--- src/sv/uetd_pkg.sv ---
// Package for the UART edge timestamp decoder.
// Holds the result word type, the push group, offset dividends and reset offsets.
// Depends on nothing.
package uetd_pkg;

	localparam int TimeWidth    = 32;
	localparam int BaudWidth    = 20;
	localparam int OffsetWidth  = 24;
	localparam int NumOffsets   = 9;
	localparam int DivSteps     = 24;
	localparam int StepWidth    = $clog2(DivSteps);
	localparam int IdxWidth     = $clog2(NumOffsets);
	localparam int ResetBaud    = 10400;
	localparam int SpacingLimit = 5;
	localparam int DefMaxBytes  = 256;

	localparam logic [OffsetWidth-1:0] OffsetDividend [NumOffsets] = '{
		24'd1500000, 24'd2500000, 24'd3500000, 24'd4500000, 24'd5500000,
		24'd6500000, 24'd7500000, 24'd8500000, 24'd9500000
	};

	localparam logic [OffsetWidth-1:0] ResetOffset [NumOffsets] = '{
		24'(1500000 / ResetBaud), 24'(2500000 / ResetBaud), 24'(3500000 / ResetBaud),
		24'(4500000 / ResetBaud), 24'(5500000 / ResetBaud), 24'(6500000 / ResetBaud),
		24'(7500000 / ResetBaud), 24'(8500000 / ResetBaud), 24'(9500000 / ResetBaud)
	};

	typedef struct packed {
		logic [7:0]           data_byte;
		logic                 byte_valid;
		logic                 end_of_capture;
		logic [TimeWidth-1:0] min_spacing;
		logic [TimeWidth-1:0] max_spacing;
		logic                 spacing_seen;
	} result_t;

	typedef struct packed {
		logic [1:0] count;
		result_t    r0;
		result_t    r1;
	} push_t;

endpackage

--- src/sv/uetd_offset_div.sv ---
// Serial restoring divider that recomputes the nine sample offsets from the baud rate.
// One quotient bit per cycle, the nine offsets one after another.
// Depends on uetd_pkg.
module uetd_offset_div (
	input  logic                               clk,
	input  logic                               arst_n,
	input  logic                               start,
	input  logic [uetd_pkg::BaudWidth-1:0]     baud,
	output logic                               busy,
	output logic [uetd_pkg::OffsetWidth-1:0]   offsets [uetd_pkg::NumOffsets]
);

	logic                               busy_q;
	logic [uetd_pkg::IdxWidth-1:0]      idx_q;
	logic [uetd_pkg::StepWidth-1:0]     step_q;
	logic [uetd_pkg::BaudWidth-1:0]     rem_q;
	logic [uetd_pkg::OffsetWidth-1:0]   dvd_q;
	logic [uetd_pkg::OffsetWidth-1:0]   quo_q;
	logic [uetd_pkg::BaudWidth-1:0]     div_q;
	logic [uetd_pkg::OffsetWidth-1:0]   off_q [uetd_pkg::NumOffsets];

	logic [uetd_pkg::BaudWidth:0]       shifted;
	logic                               ge;
	logic [uetd_pkg::BaudWidth:0]       diff;
	logic [uetd_pkg::OffsetWidth-1:0]   quo_n;
	logic [uetd_pkg::IdxWidth-1:0]      idx_n;

	always_comb begin
		shifted = {rem_q, dvd_q[uetd_pkg::OffsetWidth-1]};
		ge      = shifted >= {1'b0, div_q};
		diff    = shifted - {1'b0, div_q};
		quo_n   = {quo_q[uetd_pkg::OffsetWidth-2:0], ge};
		idx_n   = idx_q + 1'b1;
	end

	always_ff @(posedge clk or negedge arst_n) begin
		if (!arst_n) begin
			busy_q <= 1'b0;
			idx_q  <= '0;
			step_q <= '0;
			off_q  <= uetd_pkg::ResetOffset;
		end else if (start) begin
			busy_q <= 1'b1;
			idx_q  <= '0;
			step_q <= '0;
		end else if (busy_q) begin
			if (step_q == uetd_pkg::StepWidth'(uetd_pkg::DivSteps - 1)) begin
				off_q[idx_q] <= quo_n;
				step_q       <= '0;
				if (idx_q == uetd_pkg::IdxWidth'(uetd_pkg::NumOffsets - 1)) begin
					busy_q <= 1'b0;
				end else begin
					idx_q <= idx_n;
				end
			end else begin
				step_q <= step_q + 1'b1;
			end
		end
	end

	always_ff @(posedge clk) begin
		if (start) begin
			rem_q <= '0;
			quo_q <= '0;
			dvd_q <= uetd_pkg::OffsetDividend[0];
			div_q <= (baud == '0) ? uetd_pkg::BaudWidth'(1) : baud;
		end else if (busy_q) begin
			if (step_q == uetd_pkg::StepWidth'(uetd_pkg::DivSteps - 1)) begin
				rem_q <= '0;
				quo_q <= '0;
				if (idx_q != uetd_pkg::IdxWidth'(uetd_pkg::NumOffsets - 1)) begin
					dvd_q <= uetd_pkg::OffsetDividend[idx_n];
				end
			end else begin
				rem_q <= ge ? diff[uetd_pkg::BaudWidth-1:0] : shifted[uetd_pkg::BaudWidth-1:0];
				quo_q <= quo_n;
				dvd_q <= {dvd_q[uetd_pkg::OffsetWidth-2:0], 1'b0};
			end
		end
	end

	assign busy    = busy_q;
	assign offsets = off_q;

endmodule

--- src/sv/uetd_decode_core.sv ---
// Input register and per-edge decode: sampling, byte completion, spacing and flush.
// Produces up to two result words per edge for the result queue.
// Depends on uetd_pkg.
module uetd_decode_core #(
	parameter int MAX_BYTES = uetd_pkg::DefMaxBytes
) (
	input  logic                               clk,
	input  logic                               arst_n,
	input  logic                               edge_valid,
	output logic                               edge_stall,
	input  logic [uetd_pkg::TimeWidth-1:0]     edge_time,
	input  logic                               capture_end,
	input  logic                               hold,
	input  logic [uetd_pkg::OffsetWidth-1:0]   offsets [uetd_pkg::NumOffsets],
	input  logic                               room,
	output uetd_pkg::push_t                    push
);

	localparam int EW = $clog2(MAX_BYTES + 1);

	logic                            v_s1;
	logic [uetd_pkg::TimeWidth-1:0]  t_s1;
	logic                            last_s1;

	logic [uetd_pkg::TimeWidth-1:0]  start_q, prev_q, min_q, max_q;
	logic                            parity_q, active_q, seen_q;
	logic [7:0]                      sampled_q, acc_q;
	logic [EW-1:0]                   emitted_q;

	logic [uetd_pkg::TimeWidth-1:0]  start_n, min_n, max_n;
	logic                            parity_n, active_n, seen_n;
	logic [7:0]                      sampled_n, acc_n;
	logic [EW-1:0]                   emitted_n;

	logic                            adv, accept;
	uetd_pkg::push_t                 push_c;

	assign adv        = v_s1 && room;
	assign edge_stall = hold || (v_s1 && !room);
	assign accept     = edge_valid && !edge_stall;

	always_comb begin
		logic [7:0]                     hit, hit_b, sampled_a, acc_a;
		logic [uetd_pkg::TimeWidth-1:0] lim, stop_lim, gap;
		logic                           first;
		uetd_pkg::result_t              fl;

		for (int i = 0; i < 8; i++) begin
			lim      = start_q + {8'd0, offsets[i]};
			hit[i]   = !sampled_q[i] && (t_s1 > lim);
			lim      = t_s1 + {8'd0, offsets[i]};
			hit_b[i] = t_s1 > lim;
		end
		stop_lim  = start_q + {8'd0, offsets[uetd_pkg::NumOffsets-1]};
		sampled_a = sampled_q | hit;
		acc_a     = parity_q ? acc_q : (acc_q | hit);
		gap       = t_s1 - prev_q;
		first     = 1'b0;
		fl        = '0;

		start_n   = start_q;
		parity_n  = parity_q;
		sampled_n = sampled_q;
		acc_n     = acc_q;
		active_n  = active_q;
		emitted_n = emitted_q;
		min_n     = min_q;
		max_n     = max_q;
		seen_n    = seen_q;
		push_c    = '0;

		if (active_q) begin
			sampled_n = sampled_a;
			acc_n     = acc_a;
			if (!parity_q && (t_s1 >= stop_lim)) begin
				active_n  = 1'b0;
				emitted_n = emitted_q + 1'b1;
				if (32'(emitted_n) < 32'(uetd_pkg::SpacingLimit)) begin
					first = (32'(emitted_n) == 32'd1);
					if (first || gap < min_q) begin
						min_n = gap;
					end
					if (first || gap > max_q) begin
						max_n = gap;
					end
					seen_n = 1'b1;
				end
				push_c.count = 2'd1;
				push_c.r0    = '{data_byte: acc_a | ~sampled_a, byte_valid: 1'b1,
					end_of_capture: 1'b0, min_spacing: min_n, max_spacing: max_n,
					spacing_seen: seen_n};
				if (32'(emitted_n) < 32'(MAX_BYTES)) begin
					start_n   = t_s1;
					sampled_n = hit_b;
					acc_n     = hit_b;
					active_n  = 1'b1;
					parity_n  = 1'b1;
				end
			end else begin
				parity_n = ~parity_q;
			end
		end else if (emitted_q == '0) begin
			start_n   = t_s1;
			sampled_n = hit_b;
			acc_n     = hit_b;
			active_n  = 1'b1;
			parity_n  = 1'b1;
		end

		if (last_s1) begin
			fl = '{data_byte: 8'd0, byte_valid: 1'b0, end_of_capture: 1'b1,
				min_spacing: min_n, max_spacing: max_n, spacing_seen: seen_n};
			if (active_n) begin
				fl.data_byte  = acc_n | ~sampled_n;
				fl.byte_valid = 1'b1;
			end
			if (active_n || push_c.count == 2'd0) begin
				if (push_c.count == 2'd1) begin
					push_c.r1    = fl;
					push_c.count = 2'd2;
				end else begin
					push_c.r0    = fl;
					push_c.count = 2'd1;
				end
			end else begin
				push_c.r0.end_of_capture = 1'b1;
			end
			start_n   = '0;
			parity_n  = 1'b0;
			sampled_n = '0;
			acc_n     = '0;
			active_n  = 1'b0;
			emitted_n = '0;
			min_n     = '0;
			max_n     = '0;
			seen_n    = 1'b0;
		end
		if (!adv) begin
			push_c.count = 2'd0;
		end
	end

	assign push = push_c;

	always_ff @(posedge clk or negedge arst_n) begin
		if (!arst_n) begin
			v_s1      <= 1'b0;
			start_q   <= '0;
			prev_q    <= '0;
			parity_q  <= 1'b0;
			sampled_q <= '0;
			acc_q     <= '0;
			active_q  <= 1'b0;
			emitted_q <= '0;
			min_q     <= '0;
			max_q     <= '0;
			seen_q    <= 1'b0;
		end else begin
			if (accept) begin
				v_s1 <= 1'b1;
			end else if (adv) begin
				v_s1 <= 1'b0;
			end
			if (adv) begin
				start_q   <= start_n;
				prev_q    <= last_s1 ? '0 : t_s1;
				parity_q  <= parity_n;
				sampled_q <= sampled_n;
				acc_q     <= acc_n;
				active_q  <= active_n;
				emitted_q <= emitted_n;
				min_q     <= min_n;
				max_q     <= max_n;
				seen_q    <= seen_n;
			end
		end
	end

	always_ff @(posedge clk) begin
		if (accept) begin
			t_s1    <= edge_time;
			last_s1 <= capture_end;
		end
	end

endmodule

--- src/sv/uetd_result_fifo.sv ---
// Four-word result queue that takes up to two words a cycle and gives one.
// Reports room when at least two entries are free.
// Depends on uetd_pkg.
module uetd_result_fifo (
	input  logic              clk,
	input  logic              arst_n,
	input  uetd_pkg::push_t   push,
	output logic              room,
	output logic              out_valid,
	input  logic              out_stall,
	output uetd_pkg::result_t out_word
);

	uetd_pkg::result_t mem_q [4];
	logic [1:0]        wptr_q, rptr_q;
	logic [2:0]        count_q;
	logic              pop;

	assign out_valid = count_q != 3'd0;
	assign pop       = out_valid && !out_stall;
	assign room      = count_q <= 3'd2;
	assign out_word  = mem_q[rptr_q];

	always_ff @(posedge clk or negedge arst_n) begin
		if (!arst_n) begin
			wptr_q  <= '0;
			rptr_q  <= '0;
			count_q <= '0;
		end else begin
			wptr_q  <= wptr_q + push.count;
			rptr_q  <= rptr_q + 2'(pop);
			count_q <= count_q + 3'(push.count) - 3'(pop);
		end
	end

	always_ff @(posedge clk) begin
		if (push.count != 2'd0) begin
			mem_q[wptr_q] <= push.r0;
		end
		if (push.count == 2'd2) begin
			mem_q[wptr_q + 2'd1] <= push.r1;
		end
	end

endmodule

--- src/sv/uart_edge_timestamp_decoder.sv ---
// Top level of the UART edge timestamp decoder: decode core, result queue, offset divider.
// Depends on uetd_pkg, uetd_offset_div, uetd_decode_core and uetd_result_fifo.
//
//   channel  handshake                   payload
//   edge     edge_valid / edge_stall     edge_time, capture_end
//   result   result_valid / result_stall data_byte, byte_valid, end_of_capture,
//                                        min_spacing, max_spacing, spacing_seen
//   baud     baud_valid / baud_ready     baud_rate
//
// One edge is taken per cycle while edge_stall is low; its words pass through the input
// register and then the result queue to the result port. A baud rate write recomputes the
// offsets on the serial divider, during which edges are stalled and further writes are not taken.
// Reset loads the offsets for 10400 baud at once and clears all capture state.
// Otherwise edges stall only while an edge is held and the four-word result queue has
// fewer than two free entries.
module uart_edge_timestamp_decoder #(
	parameter int MAX_BYTES = uetd_pkg::DefMaxBytes
) (
	input  logic                               clk,
	input  logic                               arst_n,
	input  logic                               edge_valid,
	output logic                               edge_stall,
	input  logic [uetd_pkg::TimeWidth-1:0]     edge_time,
	input  logic                               capture_end,
	output logic                               result_valid,
	input  logic                               result_stall,
	output logic [7:0]                         data_byte,
	output logic                               byte_valid,
	output logic                               end_of_capture,
	output logic [uetd_pkg::TimeWidth-1:0]     min_spacing,
	output logic [uetd_pkg::TimeWidth-1:0]     max_spacing,
	output logic                               spacing_seen,
	input  logic                               baud_valid,
	output logic                               baud_ready,
	input  logic [uetd_pkg::BaudWidth-1:0]     baud_rate
);

	logic                             div_busy;
	logic [uetd_pkg::OffsetWidth-1:0] offsets [uetd_pkg::NumOffsets];
	logic                             room;
	uetd_pkg::push_t                  push;
	uetd_pkg::result_t                word;

	assign baud_ready = !div_busy;

	uetd_offset_div u_div (
		.clk     (clk),
		.arst_n  (arst_n),
		.start   (baud_valid && baud_ready),
		.baud    (baud_rate),
		.busy    (div_busy),
		.offsets (offsets)
	);

	uetd_decode_core #(
		.MAX_BYTES (MAX_BYTES)
	) u_core (
		.clk         (clk),
		.arst_n      (arst_n),
		.edge_valid  (edge_valid),
		.edge_stall  (edge_stall),
		.edge_time   (edge_time),
		.capture_end (capture_end),
		.hold        (div_busy),
		.offsets     (offsets),
		.room        (room),
		.push        (push)
	);

	uetd_result_fifo u_fifo (
		.clk       (clk),
		.arst_n    (arst_n),
		.push      (push),
		.room      (room),
		.out_valid (result_valid),
		.out_stall (result_stall),
		.out_word  (word)
	);

	assign data_byte      = word.data_byte;
	assign byte_valid     = word.byte_valid;
	assign end_of_capture = word.end_of_capture;
	assign min_spacing    = word.min_spacing;
	assign max_spacing    = word.max_spacing;
	assign spacing_seen   = word.spacing_seen;

endmodule

--- config.mk ---
export PLATFORM = sky130hd
export DESIGN_NAME = uart_edge_timestamp_decoder
export DESIGN_NICKNAME = d
export VERILOG_FILES = /design/src/sv/uetd_pkg.sv /design/src/sv/uetd_offset_div.sv /design/src/sv/uetd_decode_core.sv /design/src/sv/uetd_result_fifo.sv /design/src/sv/uart_edge_timestamp_decoder.sv
export SDC_FILE = /design/constraint.sdc
export NUM_CORES = 2
export LEC_CHECK = 0
export BUFFER_PORTS_ARGS = -buffer_cell sky130_fd_sc_hd__buf_2
export CAP_MARGIN = 20
export CORE_ASPECT_RATIO = 1.75
export CORE_MARGIN = 10
export CORE_UTILIZATION = 25
export DETAILED_ROUTE_END_ITERATION = 6
export GPL_TIMING_DRIVEN = 0
export PLACE_DENSITY_LB_ADDON = 0.3
export RECOVER_POWER = 25
export SLEW_MARGIN = 20
export SYNTH_ARGS = -nofsm -noshare
export SYNTH_HDL_FRONTEND = slang
export SYNTH_HIERARCHICAL = 1
export SYNTH_SLANG_ARGS = --single-unit
--- constraint.sdc ---
create_clock -name clk -period 14.9 [get_ports clk]
set_input_delay 4.47 -clock clk [delete_from_list [all_inputs] [get_ports clk]]
set_output_delay 4.47 -clock clk [all_outputs]
set_load 0.01 [all_outputs]
# After elaboration in Yosys (flattened, before gate mapping)
# Memory sizes are Yosys's and may differ from the RTL's.
# Index checks and enable logic that the tools add are counted.
# word_totals
regBits,510
mem_bits_rw,300
rom_bits,384
in_bits,58
out_inout_bits,78
word_cells,239
n_memories,2
# memory_table
name,words,word_bits,read_ports,rd_ports_with_merged_regs,wr,line,rtl
(no name shown),16,24,1,0,0,uetd_offset_div.sv:72,dvd_q <= uetd_pkg::OffsetDividend[idx_n];
u_fifo.mem_q,4,75,1,0,2,uetd_result_fifo.sv:14,uetd_pkg::result_t mem_q [4];
# classes
addsub,27
magnitude_cmp,26
n_eq_ne,11
mux,82
bitwise,10
n_reduce_logical,49
# op_table
operator,count
32-bit by 24-bit adder with 32-bit output,17
32-bit > comparator,17
32-bit two-way mux,16
216-bit bitwise mux,1
152-bit two-way mux,1
75-bit two-way mux,2
140-bit two-way mux,1
24-bit two-way mux,5
24-bit demux with 4-bit select,1
8-bit two-way mux,11
77-bit two-way mux,1
76-bit two-way mux,1
20-bit two-way mux,2
9-bit two-way mux,4
32-bit greater-or-equal comparator,1
32-bit less-than comparator,1
8-bit bitwise OR,4
32-bit subtractor,1
1-bit two-way mux,25
23-bit two-way mux,1
21-bit by 20-bit greater-or-equal comparator with 1-bit output,1
20-bit zero test,1
20-bit subtractor,1
4-bit two-way mux,4
other kinds (39),85

# Depth between registers and ports, before layout
# depth
depth_word,17
depth_mapped,32
mapped_depth_nobuf,29

# Modules after synthesis
# Netlist, hierarchy kept.
# modules_own_cells
module,n_inst,cells_per_inst,area_each_um2,seq_area_each_um2
uetd_decode_core,1,5819,45421.1,4919.7
uetd_result_fifo,1,767,15050.7,9183.8
uetd_offset_div,1,1044,13128.8,7541.0
uart_edge_timestamp_decoder,1,2,10.0,0.0

# Worst setup path before layout
# Ideal clock, no wire load.
# synth_path
path_kind,register to register
from,register u_core/start_q[1] (netlist name)
to,memory u_fifo/mem_q[0][0] (netlist name) (enable)
setup_ns,0.619
t_arrival_ns,11.185
required_time_ns,14.281
setup_slack_ns,3.095
path_stages_with_launch,26
path_buffers,1
period_less_slack_ns,11.805
path_cell_list,dfrtp_1 > inv_1 > fa_1 > nor2b_1 > o21ai_1 > a21oi_1 > o21ai_0 > nand2b_1 > a21o_1 > a221o_1 > a2111oi_0 > or3_1 > and2_1 > a21bo_2 > ha_1 > nand4_1 > a2111o_1 > a31oi_1 > o211ai_1 > buf_2 > o21a_1 > nand2_1 > clkinv_1 > nor2_1 > nor2_1 > o31ai_1
# synth_rtl
item,line,rtl
from (decl),uetd_decode_core.sv:25,"logic [uetd_pkg::TimeWidth-1:0] start_q, prev_q, min_q, max_q;"
from (signal assigned),uetd_decode_core.sv:165,start_q <= start_n;
to (decl),uetd_result_fifo.sv:14,

==> flow_metrics.tcl <==
set metrics [dict create \
    drt_pass1_iterations 7 \
    initial_core_util 0.251 \
    cp_data_arrival_time_ns 11.51 \
    crit_top_cell "buf_6" \
    grt_max_degree 83 \
    period_share 0.741 \
    dieArea_um2 317000 \
    violations "DRC, capacitance limit, slew limit" \
    drc 1 \
    cts.path.max_buffers 3 \
    routed.top_layer "met5" \
    drt-met1-wl_um 107000 \
    io_pins 136 \
    final.min_clock_period_ns 11.04 \
    fin_setup_tns_ns 0 \
    synthCells 7632 \
    ys_async_sr_fraction 0.484 \
    place_congestion 0.976 \
    max-slew-margin-rel -2.10 \
    ctsHoldBuffers 0 \
    synthToLayoutAreaGrowth_pct 15.8 \
    numCtsBuffers 93 \
    cts.reportedPaths.clkPinSlew_ns 0.07 \
    setup_ws_ns 3.86 \
    grt_setup_unrepaired "false" \
    row_count 263 \
    max_stage_delay_ns 0.79 \
    power.density_nw_per_um2 181 \
    syn_area_um2 73600 \
    routedWlPerCell_um 27.2 \
    worst_slew_pin_slew_ns 4.65 \
    fill_cells 30500 \
    crit_fanout 12 \
    critPathKind "flop to flop" \
    overflow 0 \
    leakagePower_nw 37.0 \
    num_vias 64600 \
    critPathRequiredTime_ns 15.38 \
    clock-sinks 805 \
    synth_edf_count 353 \
    drtIter0Drc 4338 \
    hold_ws_ns 0.467 \
    met2WireLength_um 166000 \
    status "complete, but fails checks" \
    routed_wl_um 325000 \
    dieHeight_um 738 \
    synth_seq_cells 805 \
    die_w_um 430 \
    grt_pass1_wl_um 461000 \
    yosysWarnings 6 \
    crit_path_end_kind "flop" \
    fin_total_pwr_w 0.0154 \
    yosysSeqAreaShare 0.294 \
    path_buf_inv 12 \
    cts.htree.levels 3 \
    synthFlopType "dfrtp_1" \
    ant_nets 0 \
    cts_setup_buffers 0 \
    grt_usage 0.198 \
    fp.coreArea_um2 293000 \
    first_global_vias 66900 \
    syn_nets 8757 \
    max_freq_mhz 90.6 \
    place.port_buffers 135 \
    vias_per_cell 5.40 \
    fin_skew_ns 0.0581 \
    critical_path.slowest_cell "nor2_1" \
    root_buffer "clkbuf_16" \
    syn_area_per_cell_um2 9.64 \
    maxCapViolations 3 \
    yosys.cell_types.count 112 \
    startpoint_type "flop" \
    wl_met3_um 14200 \
    drive_gt1_frac 0.160 \
    tritoncts "yes" \
    post-place-ws_ns 4.08 \
    cts_resized 0 \
    utilization 0.291 \
    finalNetCount 9147 \
    setup_viol 0 \
    dp.final_hpwl_um 263000 \
    worst_hold_path_type "flop to flop" \
    report.final.slew_viol_count 171 \
    clk_latency_ns 0.78 \
    cpLargestDelayFamily "compound AO/OA/AOI/OAI gates" \
    hold_viol 0 \
    vdd.ir_drop.worst_uv 105 \
    antenna_found_initial 16 \
]
through the flow:
step | instances | cell area [µm²]
2_1_floorplan | 7632 | 73600
3_3_place_gp | 11600 | 79100
3_5_place_dp | 11800 | 82200
4_1_cts | 11900 | 85300
5_1_grt | 11900 | 85200
6_report | 12000 | 85200
final timing paths:
| path | slack [ns] | from | end | cells past startpoint |
|---|---|---|---|---|
| worst min-delay path | 0.47 | u_div/dvd_q[6] | u_div/dvd_q[7] | 2 |
| worst max register to register | 3.86 | u_core/start_q[1] | u_fifo/mem_q[0][45] | 35 |
| min in group asynchronous | 4.60 | arst_n | u_div/offsets[203] | 1 |
| worst min register to register | 0.47 | u_div/dvd_q[6] | u_div/dvd_q[7] | 2 |
| worst max-delay path | 3.86 | u_core/start_q[1] | u_fifo/mem_q[0][45] | 35 |
| max in group asynchronous | 4.72 | arst_n | u_div/busy | 2 |
kinds of logic (layout without fill, tap and decap cells):
kind of cell | after synthesis | after routing | synth area share
AOI/OAI and AO/OA | 2198 | 2198 | 0.197
xor gates and xnor gates | 498 | 498 | 0.0594
adders and majority gates | 1067 | 1067 | 0.183
buffers and inverters | 605 | 1075 | 0.0346
DFF | 805 | 805 | 0.294
muxes | 610 | 610 | 0.106
other | 0 | 11 | 0
and+or+nand+nor | 1849 | 1849 | 0.125
sequential cells by signal, indices dropped and copies added, names as in the netlist, 2 cells and up:
name / count
u_fifo/mem_q: 300
u_div/offsets: 216
u_core/max_q: 32
u_core/min_q: 32
u_core/prev_q: 32
u_core/start_q: 32
u_core/t_s1: 32
u_div/quo_q: 23
u_div/div_q: 20
u_div/rem_q: 20
u_div/dvd_q: 19
u_core/emitted_q: 9
u_core/acc_q: 8
u_core/sampled_q: 8
u_div/step_q: 5
u_div/idx_q: 4
u_fifo/count_q: 3
u_fifo/rptr_q: 2
u_fifo/wptr_q: 2
cell type report:
| type | instances | area (µm²) | area share |
|---|---|---|---|
| Clock buffer | 107 | 2470 | 0.0289 |
| Antenna cell | 11 | 27.5 | 0.000323 |
| Sequential cell | 805 | 21700 | 0.254 |
| Buffer | 280 | 1370 | 0.0161 |
| Timing Repair Buffer | 295 | 3390 | 0.0398 |
| Inverter | 325 | 1220 | 0.0143 |
| Tap cell | 3842 | 4810 | 0.0564 |
| Multi-Input combinational cell | 6222 | 49600 | 0.582 |
| Clock inverter | 68 | 687 | 0.00806 |
worst register-to-register path, delay by kind of cell (launching register included):
kind	cells	cell delay (ns)
AOI/OAI and AO/OA	12	3.82
buffers and inverters	12	3.17
DFF	1	0.51
and+or+nand+nor	9	2.64
adders and majority gates	2	0.59
power breakdown:
part	internal, W	switching (W)	total, W
sequential	0.00277	0.000437	0.00321
combinational	0.00377	0.00595	0.00972
clock	0.00136	0.00111	0.00247
cells in the final DEF, fill, tap and decap left out, drive strengths merged, types with 293 or more instances in the layout:
cell type,n
nand2,487
inv,333
clkbuf,327
ha,1047
a21o,293
dfrtp,355
edfxtp,353
o21ai,432
nor2,385
buf,355
mux2,509
a21oi,589
per-layer routing:
layer,up-vias,GRT usage
met3,915,0.0261
li1,29700,-
met1,31800,0.185
met4,10,0.192
met2,2069,0.365
met5,-,0
cells in the mapped netlist, types with 40 or more instances:
library cell / instances / area share
dfxtp_1: 62 / 0.017
o21bai_1: 40 / 0.0041
nor2b_1: 103 / 0.0088
and3_1: 59 / 0.0050
xnor2_1: 260 / 0.031
o211ai_1: 60 / 0.0061
o21a_1: 121 / 0.012
nand3_1: 192 / 0.013
o31ai_1: 77 / 0.0079
a31oi_1: 71 / 0.0060
a21oi_1: 587 / 0.040
buf_2: 51 / 0.0035
nor4_1: 70 / 0.0059
xor2_1: 237 / 0.028
nand2b_1: 86 / 0.0073
o21ai_0: 420 / 0.029
a21o_1: 293 / 0.030
nor2_1: 382 / 0.019
mux4_2: 75 / 0.023
o22ai_1: 48 / 0.0041
nand4_1: 148 / 0.013
nor3_1: 119 / 0.0081
mux2_4: 40 / 0.0082
and2_1: 47 / 0.0040
inv_1: 320 / 0.016
mux2_2: 469 / 0.072
a211oi_1: 57 / 0.0058
dfrtp_1: 355 / 0.12
edfxtp_1: 353 / 0.14
clkbuf_1: 171 / 0.0087
nand2_1: 485 / 0.025
ha_1: 1047 / 0.18
or2_2: 43 / 0.0037
a22o_1: 108 / 0.013
Note: power is estimated with default switching activity, not from simulation.
